===== config.mk =====
export PLATFORM = sky130hd
export DESIGN_NAME = morse_character_keyer_unit
export DESIGN_NICKNAME = d
export VERILOG_FILES = /design/src/sv/mck_pkg.sv /design/src/sv/mck_front.sv /design/src/sv/mck_queue.sv /design/src/sv/mck_back.sv /design/src/sv/morse_character_keyer_unit.sv
export VERILOG_INCLUDE_DIRS = /design/src /design/src/sv
export SDC_FILE = /design/constraint.sdc
export NUM_CORES = 1
export LEC_CHECK = 0
export ABC_AREA = 1
export BUFFER_PORTS_ARGS = -buffer_cell sky130_fd_sc_hd__buf_2
export CAP_MARGIN = 20
export CORE_ASPECT_RATIO = 1.4
export CORE_MARGIN = 2
export CORE_UTILIZATION = 30
export DETAILED_ROUTE_END_ITERATION = 8
export SETUP_SLACK_MARGIN = 0.5
export SYNTH_ARGS = -nofsm -noshare
export SYNTH_HDL_FRONTEND = slang
export SYNTH_SLANG_ARGS = --single-unit

===== constraint.sdc =====
create_clock -name clk -period 2.5 [get_ports clk]
set_input_delay 0.125 -clock clk [delete_from_list [all_inputs] [get_ports clk]]
set_output_delay 0.125 -clock clk [all_outputs]
set_load 0.02 [all_outputs]

===== src/sv/morse_character_keyer_unit_assert.svh =====
// Assertion macros shared by the keyer modules.
`ifndef MORSE_CHARACTER_KEYER_UNIT_ASSERT_SVH
`define MORSE_CHARACTER_KEYER_UNIT_ASSERT_SVH
`ifndef SYNTHESIS
`define MCK_ASSERT_SAME(lbl, clk, rst, ante, cons) \
  lbl: assert property (@(posedge clk) disable iff (rst) (ante) |-> (cons)) \
    else $error("keyer assertion failed");
`define MCK_ASSERT_NEXT(lbl, clk, rst, ante, cons) \
  lbl: assert property (@(posedge clk) disable iff (rst) (ante) |=> (cons)) \
    else $error("keyer assertion failed");
`else
`define MCK_ASSERT_SAME(lbl, clk, rst, ante, cons)
`define MCK_ASSERT_NEXT(lbl, clk, rst, ante, cons)
`endif
`endif


===== src/sv/mck_pkg.sv =====
package mck_pkg;

  localparam int MaxSymbolsDefault = 6;
  localparam int QueueDepthDefault = 2;

  localparam int PatW = 8;
  localparam int LenW = 4;
  localparam int UnitW = 10;
  localparam int FreqW = 15;
  localparam int DurW = 12;
  localparam int DataW = 15;

  localparam logic [UnitW-1:0] UnitMsReset = 10'd100;
  localparam logic [FreqW-1:0] ToneFreqReset = 15'd500;

  localparam logic RegUnitMs = 1'b0;
  localparam logic RegToneFreq = 1'b1;

  typedef enum logic [1:0] {
    KindDit  = 2'd0,
    KindDah  = 2'd1,
    KindEgap = 2'd2,
    KindLgap = 2'd3
  } mck_kind_t;

  // Pattern is written in sending order: the first element is bit len-1, a one is a dah.
  typedef struct packed {
    logic [LenW-1:0] len;
    logic [PatW-1:0] pat;
  } mck_code_t;

  typedef struct packed {
    logic [LenW-1:0] cnt;
    logic [PatW-1:0] pat;
    logic            eow;
  } mck_entry_t;

  function automatic mck_code_t mck_code(input int n, input logic [PatW-1:0] p);
    mck_code_t r;
    r.len = LenW'(n);
    r.pat = p;
    return r;
  endfunction

  function automatic mck_code_t mck_lookup(input logic [7:0] c);
    logic [7:0] low;
    mck_code_t  r;
    low = c | 8'h20;
    r = mck_code(0, 8'h00);
    if (low >= "a" && low <= "z") begin
      case (low)
        "a": r = mck_code(2, 8'b01);
        "b": r = mck_code(4, 8'b1000);
        "c": r = mck_code(4, 8'b1010);
        "d": r = mck_code(3, 8'b100);
        "e": r = mck_code(1, 8'b0);
        "f": r = mck_code(4, 8'b0010);
        "g": r = mck_code(3, 8'b110);
        "h": r = mck_code(4, 8'b0000);
        "i": r = mck_code(2, 8'b00);
        "j": r = mck_code(4, 8'b0111);
        "k": r = mck_code(3, 8'b101);
        "l": r = mck_code(4, 8'b0100);
        "m": r = mck_code(2, 8'b11);
        "n": r = mck_code(2, 8'b10);
        "o": r = mck_code(3, 8'b111);
        "p": r = mck_code(4, 8'b0110);
        "q": r = mck_code(4, 8'b1101);
        "r": r = mck_code(3, 8'b010);
        "s": r = mck_code(3, 8'b000);
        "t": r = mck_code(1, 8'b1);
        "u": r = mck_code(3, 8'b001);
        "v": r = mck_code(4, 8'b0001);
        "w": r = mck_code(3, 8'b011);
        "x": r = mck_code(4, 8'b1001);
        "y": r = mck_code(4, 8'b1011);
        "z": r = mck_code(4, 8'b1100);
        default: r = mck_code(0, 8'h00);
      endcase
    end else begin
      case (c)
        "0": r = mck_code(5, 8'b11111);
        "1": r = mck_code(5, 8'b01111);
        "2": r = mck_code(5, 8'b00111);
        "3": r = mck_code(5, 8'b00011);
        "4": r = mck_code(5, 8'b00001);
        "5": r = mck_code(5, 8'b00000);
        "6": r = mck_code(5, 8'b10000);
        "7": r = mck_code(5, 8'b11000);
        "8": r = mck_code(5, 8'b11100);
        "9": r = mck_code(5, 8'b11110);
        "&": r = mck_code(5, 8'b01000);
        "'": r = mck_code(6, 8'b011110);
        "@": r = mck_code(6, 8'b011010);
        ")": r = mck_code(6, 8'b101101);
        "(": r = mck_code(5, 8'b10110);
        ":": r = mck_code(6, 8'b111000);
        ",": r = mck_code(6, 8'b110011);
        "=": r = mck_code(5, 8'b10001);
        "!": r = mck_code(6, 8'b101011);
        ".": r = mck_code(6, 8'b010101);
        "-": r = mck_code(6, 8'b100001);
        "+": r = mck_code(5, 8'b01010);
        "\"": r = mck_code(6, 8'b010010);
        "?": r = mck_code(6, 8'b001100);
        "/": r = mck_code(5, 8'b10010);
        default: r = mck_code(0, 8'h00);
      endcase
    end
    return r;
  endfunction

endpackage


===== src/sv/mck_front.sv =====
module mck_front
  import mck_pkg::*;
#(
  parameter int MAX_SYMBOLS = MaxSymbolsDefault
) (
  input  logic [7:0] char_code,
  input  logic       end_of_word,
  output mck_entry_t entry
);

  mck_code_t       code;
  logic [LenW-1:0] cut;

  // Patterns longer than the symbol limit keep only their leading elements.
  always_comb begin
    code = mck_lookup(char_code);
    cut = (code.len > LenW'(MAX_SYMBOLS)) ? LenW'(MAX_SYMBOLS) : code.len;
    entry.cnt = cut;
    entry.pat = code.pat >> (code.len - cut);
    entry.eow = end_of_word;
  end

endmodule


===== src/sv/mck_queue.sv =====
`include "morse_character_keyer_unit_assert.svh"

module mck_queue
  import mck_pkg::*;
#(
  parameter int DEPTH = QueueDepthDefault
) (
  input  logic       clk,
  input  logic       rst,
  input  logic       push,
  input  mck_entry_t wr_entry,
  output logic       full,
  input  logic       pop,
  output mck_entry_t rd_entry,
  output logic       empty
);

  localparam int PtrW = (DEPTH > 1) ? $clog2(DEPTH) : 1;
  localparam int CntW = $clog2(DEPTH + 1);

  mck_entry_t      mem [DEPTH];
  logic [PtrW-1:0] wr_ptr;
  logic [PtrW-1:0] rd_ptr;
  logic [CntW-1:0] count;
  logic            do_push;
  logic            do_pop;

  assign full = (count == CntW'(DEPTH));
  assign empty = (count == '0);
  assign do_push = push && !full;
  assign do_pop = pop && !empty;
  assign rd_entry = mem[rd_ptr];

  always_ff @(posedge clk) begin
    if (do_push) begin
      mem[wr_ptr] <= wr_entry;
    end
  end

  always_ff @(posedge clk) begin
    if (rst) begin
      wr_ptr <= '0;
      rd_ptr <= '0;
      count <= '0;
    end else begin
      if (do_push) begin
        wr_ptr <= (wr_ptr == PtrW'(DEPTH - 1)) ? '0 : wr_ptr + 1'b1;
      end
      if (do_pop) begin
        rd_ptr <= (rd_ptr == PtrW'(DEPTH - 1)) ? '0 : rd_ptr + 1'b1;
      end
      if (do_push && !do_pop) begin
        count <= count + 1'b1;
      end else if (do_pop && !do_push) begin
        count <= count - 1'b1;
      end
    end
  end

  `MCK_ASSERT_SAME(a_count_bound, clk, rst, 1'b1, count <= CntW'(DEPTH))
  `MCK_ASSERT_NEXT(a_count_up, clk, rst, do_push && !do_pop, count == $past(count) + 1'b1)
  `MCK_ASSERT_NEXT(a_count_down, clk, rst, do_pop && !do_push, count == $past(count) - 1'b1)

endmodule


===== src/sv/mck_back.sv =====
`include "morse_character_keyer_unit_assert.svh"

module mck_back
  import mck_pkg::*;
#(
  parameter int MAX_SYMBOLS = MaxSymbolsDefault
) (
  input  logic             clk,
  input  logic             rst,
  input  logic [UnitW-1:0] unit_ms,
  input  logic [FreqW-1:0] tone_freq_hz,
  input  mck_entry_t       q_entry,
  input  logic             q_empty,
  output logic             q_pop,
  output logic [1:0]       element_kind,
  output logic             tone_on,
  output logic [FreqW-1:0] tone_freq,
  output logic [DurW-1:0]  duration_ms,
  output logic             last_segment,
  output logic             empty,
  input  logic             pop
);

  localparam int StepW = $clog2(2 * MAX_SYMBOLS);
  localparam int TotW = StepW + 1;

  mck_entry_t       cur;
  logic             active;
  logic [StepW-1:0] step;
  logic             out_valid;
  mck_kind_t        kind;

  logic [TotW-1:0]  total;
  logic [TotW-1:0]  elems;
  logic [LenW-1:0]  idx;
  logic             emit;
  logic             is_last;
  logic [DurW-1:0]  one;
  logic [DurW-1:0]  three;
  mck_kind_t        kind_next;

  assign one = DurW'(unit_ms);
  assign three = DurW'({unit_ms, 1'b0}) + DurW'(unit_ms);

  // Elements and the gaps between them alternate, the letter gap closing the item unless end_of_word is set.
  always_comb begin
    elems = (cur.cnt != '0) ? TotW'({cur.cnt, 1'b0}) - TotW'(1) : '0;
    total = elems + TotW'(!cur.eow);
    idx = cur.cnt - LenW'(1) - LenW'(step >> 1);
    is_last = (TotW'(step) + TotW'(1) == total);
    if (TotW'(step) >= elems) begin
      kind_next = KindLgap;
    end else if (step[0]) begin
      kind_next = KindEgap;
    end else if (cur.pat[idx[$clog2(PatW)-1:0]]) begin
      kind_next = KindDah;
    end else begin
      kind_next = KindDit;
    end
  end

  assign q_pop = !active && !q_empty;
  assign emit = active && (!out_valid || pop);
  assign empty = !out_valid;
  assign element_kind = kind;

  always_ff @(posedge clk) begin
    if (q_pop) begin
      cur <= q_entry;
    end
    if (emit) begin
      kind <= kind_next;
      last_segment <= is_last;
      case (kind_next)
        KindDit: begin
          tone_on <= 1'b1;
          tone_freq <= tone_freq_hz;
          duration_ms <= one;
        end
        KindDah: begin
          tone_on <= 1'b1;
          tone_freq <= tone_freq_hz;
          duration_ms <= three;
        end
        KindEgap: begin
          tone_on <= 1'b0;
          tone_freq <= '0;
          duration_ms <= one;
        end
        default: begin
          tone_on <= 1'b0;
          tone_freq <= '0;
          duration_ms <= three;
        end
      endcase
    end
  end

  always_ff @(posedge clk) begin
    if (rst) begin
      active <= 1'b0;
      step <= '0;
      out_valid <= 1'b0;
    end else begin
      if (q_pop) begin
        active <= (q_entry.cnt != '0) || !q_entry.eow;
        step <= '0;
      end else if (emit) begin
        step <= step + 1'b1;
        if (is_last) begin
          active <= 1'b0;
        end
      end
      if (emit) begin
        out_valid <= 1'b1;
      end else if (pop) begin
        out_valid <= 1'b0;
      end
    end
  end

  `MCK_ASSERT_SAME(a_step_range, clk, rst, active, TotW'(step) < total)
  `MCK_ASSERT_NEXT(a_last_ends, clk, rst, emit && is_last, !active)
  `MCK_ASSERT_NEXT(a_emit_shows, clk, rst, emit, out_valid)

endmodule


===== src/sv/morse_character_keyer_unit.sv =====
// A character is taken when the queue has room; it passes through the queue and is loaded
// into the segment sequencer before its first segment is registered at the output, then
// one segment per cycle within a character while pop keeps up. A character of n >= 1 Morse
// elements gives 2*n segments with its letter gap (at most 12 by default), one fewer with
// end_of_word, and one or none for an unknown one; each is loaded once the previous is sent.
// Reset is synchronous: the queue and the output empty, unit_ms returns to 100 and tone_freq_hz to 500.
module morse_character_keyer_unit
  import mck_pkg::*;
#(
  parameter int MAX_SYMBOLS = MaxSymbolsDefault,
  parameter int QUEUE_DEPTH = QueueDepthDefault
) (
  input  logic             clk,
  input  logic             rst,
  input  logic             wr_en,
  input  logic             wr_index,
  input  logic [DataW-1:0] wr_data,
  input  logic [7:0]       char_code,
  input  logic             end_of_word,
  input  logic             push,
  output logic             full,
  output logic [1:0]       element_kind,
  output logic             tone_on,
  output logic [FreqW-1:0] tone_freq,
  output logic [DurW-1:0]  duration_ms,
  output logic             last_segment,
  output logic             empty,
  input  logic             pop
);

  logic [UnitW-1:0] unit_ms;
  logic [FreqW-1:0] tone_freq_hz;
  mck_entry_t       f_entry;
  mck_entry_t       q_entry;
  logic             q_empty;
  logic             q_pop;

  always_ff @(posedge clk) begin
    if (rst) begin
      unit_ms <= UnitMsReset;
      tone_freq_hz <= ToneFreqReset;
    end else if (wr_en) begin
      case (wr_index)
        RegUnitMs: unit_ms <= wr_data[UnitW-1:0];
        RegToneFreq: tone_freq_hz <= wr_data[FreqW-1:0];
        default: ;
      endcase
    end
  end

  mck_front #(
    .MAX_SYMBOLS(MAX_SYMBOLS)
  ) u_front (
    .char_code  (char_code),
    .end_of_word(end_of_word),
    .entry      (f_entry)
  );

  mck_queue #(
    .DEPTH(QUEUE_DEPTH)
  ) u_queue (
    .clk     (clk),
    .rst     (rst),
    .push    (push),
    .wr_entry(f_entry),
    .full    (full),
    .pop     (q_pop),
    .rd_entry(q_entry),
    .empty   (q_empty)
  );

  mck_back #(
    .MAX_SYMBOLS(MAX_SYMBOLS)
  ) u_back (
    .clk         (clk),
    .rst         (rst),
    .unit_ms     (unit_ms),
    .tone_freq_hz(tone_freq_hz),
    .q_entry     (q_entry),
    .q_empty     (q_empty),
    .q_pop       (q_pop),
    .element_kind(element_kind),
    .tone_on     (tone_on),
    .tone_freq   (tone_freq),
    .duration_ms (duration_ms),
    .last_segment(last_segment),
    .empty       (empty),
    .pop         (pop)
  );

endmodule

==> metrics.csv <==
stage;metric;value;unit
logic_synthesis;Synth Area in Simple Gates;0.242;
timing;Hold Fails Final Rpt;0;
critical_path;critical-path cell list;ha_2 -> inv_2 -> fa_2 -> o21ai_2 -> o211ai_1 -> nand3_1 -> nand2_4 -> buf_12 -> a31oi_1;
placed_design;I/O Buffers;62;
timing;# setup viols final;0;
cells_and_area;Reg area;2560;sq um
critical_path;CP max-delay cell;fa_2;
timing;Final Slew Violations;0;
routing;Post-DRT Antenna Nets;0;
logic_synthesis;xor/xnor cell area share of the yosys netlist;0.0259;
cells_and_area;NumNets Final;816;
routing;number of remaining DRC errors;0;
logic_synthesis;Post-synth ARST share;0;
routing;vias per cell;4.65;
logic_synthesis;Mapped Area;5420;sq um
global_routing;remaining global-route overflow;0;
logic_synthesis;Yosys cell types;40;
routing;vias;4657;
critical_path;Startpoint Class;flip-flop;
critical_path;CP Buf/Inv Count;2;
power_and_ir_drop;Pwr Density;1090;nW/um^2
critical_path;CP max stage delay;570;ps
routing;routed length per instance;12.7;um
placed_design;Placer Congestion;0.926;
timing;Tmin final;2130;ps
routing;drt pass-1 iters;8;
logic_synthesis;Post-synth EDFFs;61;
timing;post-route clock period utilization;0.852;
logic_synthesis;largest family of logic cells by synthesized area;simple AND/OR/NAND/NOR gates;
timing;Slew headroom;0.409;
critical_path;Critical Path Sink Type;flip-flop;
timing;Fin Setup TNS;0;ps
floorplan;Die Y;163;um
logic_synthesis;Compound-Gate Fraction of Synth Area;0.116;
floorplan;core area;17900;sq um
hold_path;Hold Crit Class;input pin to flip-flop;
cells_and_area;commonest cells after routing, fill and taps aside;158 x nand2_1, 89 x nor2_1, 76 x inv_1, 62 x buf_2, 61 x edfxtp_1;
power_and_ir_drop;maximum VDD drop;0.627;mV
clocking;TritonCTS clock tree;built;
power_and_ir_drop;Leakage;3.00;nW
logic_synthesis;Cells after Synth;675;
floorplan;IO Pins;63;
timing;Final WS setup;369;ps
routing;Total Wirelength;12.7;mm
cells_and_area;Area growth, synth to finish;19.8;%
critical_path;Largest delay share family, worst path;adder cells;
clocking;root buf cell;clkbuf_16;
global_routing;first-pass GRT wire length;20.8;mm
critical_path;Critical Path Start;u_back.cur[9];
global_routing;vias in the first global route;4562;
logic_synthesis;sequential area share after synthesis;0.471;
clocking;CTS Buf Count;9;
placed_design;setup slack at placement;170;ps
floorplan;Initial Util;0.304;
critical_path;Worst Path Max Fanout;8;
logic_synthesis;Yosys warnings;0;
logic_synthesis;Post-Syn Area per Cell;8.03;sq um
timing;RSZ-0062 raised after global routing;yes;
cells_and_area;layout cell share with drive strength beyond 1;0.179;
cells_and_area;Multi-input gate area;2560;sq um
global_routing;antenna violations before repair;0;
global_routing;largest net degree at the start of global routing;33;
clocking;clk slew on worst S/H paths;60;ps
clocking;Skew-Pair Late Insertion Delay;340;ps
clocking;Bufs on Longest Clock Path;2;
cells_and_area;most common cell after layout, fill and taps aside;nand2_1;
clocking;CTS sink count;97;
logic_synthesis;register bit count reported by yosys;97;
timing;Layout Skew;8.93;ps
flow_run;max-cap viol count;0;
clocking;htree depth;3;
run_status;outcome;finished, final reports clean;
routing;drt first-iter violations;244;
placed_design;DP HPWL;9.74;mm
cells_and_area;Filler cells;1883;
timing;Worst-Margin Slew;884;ps
logic_synthesis;dominant synthesized flop cell;edfxtp_1;
cells_and_area;n_diodes;0;
global_routing;GRT Util Overall;0.134;
floorplan;Horiz. Die Dim;118;um
logic_synthesis;fraction of synthesized area in multiplexers;0;
critical_path;critical path required time;2590;ps
logic_synthesis;Synth Area in Adders;0.0720;
timing;f_max;469;MHz
hold_path;Hold Crit Start;rst;
critical_path;Worst R2R Start;u_back.cur[9];
critical_path;WP data arrival;2220;ps
critical_path;Worst Path Class, Setup;flip-flop to flip-flop;
floorplan;die area;19200;sq um
floorplan;Core Rows;58;
[metal layers]
metal	track usage	part of all wire
met1	0.140	0.39
met2	0.254	0.53
met3	0.0203	0.029
met4	0.0750	0.042
met5	0	0
[area by class of cell]
| type | instances | area share |
|---|---|---|
| inverter | 88 | 0.0516 |
| clock buffer | 12 | 0.0364 |
| timing repair buffer | 81 | 0.0732 |
| clock inverter | 4 | 0.00424 |
| sequential | 97 | 0.394 |
| tap | 240 | 0.0462 |
| multi-input combinational | 479 | 0.395 |
[state kept, by name (all words and copies together) (netlist names), named ones only]
| name | flops |
|---|---|
| unit_ms | 10 |
| u_back.last_segment | 1 |
| u_back.element_kind | 2 |
| u_back.cur | 10 |
| u_back.active | 1 |
| u_queue.mem | 20 |
| tone_freq_hz | 15 |
| u_queue.wr_ptr | 1 |
| u_back.duration_ms | 12 |
| u_back.step | 4 |
| u_queue.count | 2 |
| u_back.out_valid | 1 |
| u_back.tone_freq | 15 |
| u_back.tone_on | 1 |
| u_queue.rd_ptr | 1 |
[kinds of logic (layout without fill, tap and decap cells)]
kind of cell,after synthesis,after routing
compound gates,114,114
xor+xnor,16,16
flops,97,97
fa+ha+maj,30,30
other cells,1,2
buf+inv,100,185
simple gates,317,317
[path summary, 6_finish.rpt]
| path | endpoint | slack [ps] | cells after the start |
|---|---|---|---|
| min | u_back.out_valid | 6 | 2 |
| min reg2reg | tone_freq_hz[12] | 450 | 2 |
| max reg2reg | u_back.duration_ms[9] | 370 | 9 |
| max | u_back.duration_ms[9] | 370 | 9 |
[cell usage after synthesis (5+ instances only)]
| cell type | number | area share |
|---|---|---|
| xor2_1 | 12 | 0.019 |
| a21oi_1 | 33 | 0.030 |
| inv_2 | 5 | 0.0035 |
| ha_1 | 28 | 0.065 |
| o21ai_0 | 56 | 0.052 |
| nand3_1 | 42 | 0.039 |
| nor2_1 | 94 | 0.065 |
| nor3_1 | 5 | 0.0046 |
| edfxtp_1 | 61 | 0.34 |
| clkbuf_1 | 7 | 0.0048 |
| dfxtp_1 | 36 | 0.13 |
| o211ai_1 | 9 | 0.012 |
| inv_1 | 81 | 0.056 |
| nand2_1 | 159 | 0.11 |
[through the flow]
stage	hold slack, ps	utilization	instances	area, sq um	total power [mW]
final	5.93	0.364	1001	6490	7.05
after global routing	5.66	0.364	1001	6490	7.58
after CTS	0.403	0.360	1000	6420	6.98
after detailed placement	326	0.340	977	6070	5.40
after global placement	319	0.340	977	6070	5.36
after floorplan	194	-	676	5450	4.68
[what timing repair did]
| item | CTS | global route |
|---|---|---|
| gates cloned | 0 | 0 |
| hold buffers | 1 | 0 |
| endpoints found under the setup margin | 27 | 43 |
| pin swaps | 8 | 12 |
| gates resized for setup | 11 | 25 |
| endpoints found under the hold margin | 2 | 0 |
| buffers inserted | 6 | 1 |
[where the power goes]
group	leakage (nW)	switching [mW]	internal, mW
Clock	0.130	0.575	0.680
Sequential	0.877	0.160	2.41
Combinational	2.00	2.02	1.22
Note: power is estimated with default switching activity, not from simulation.
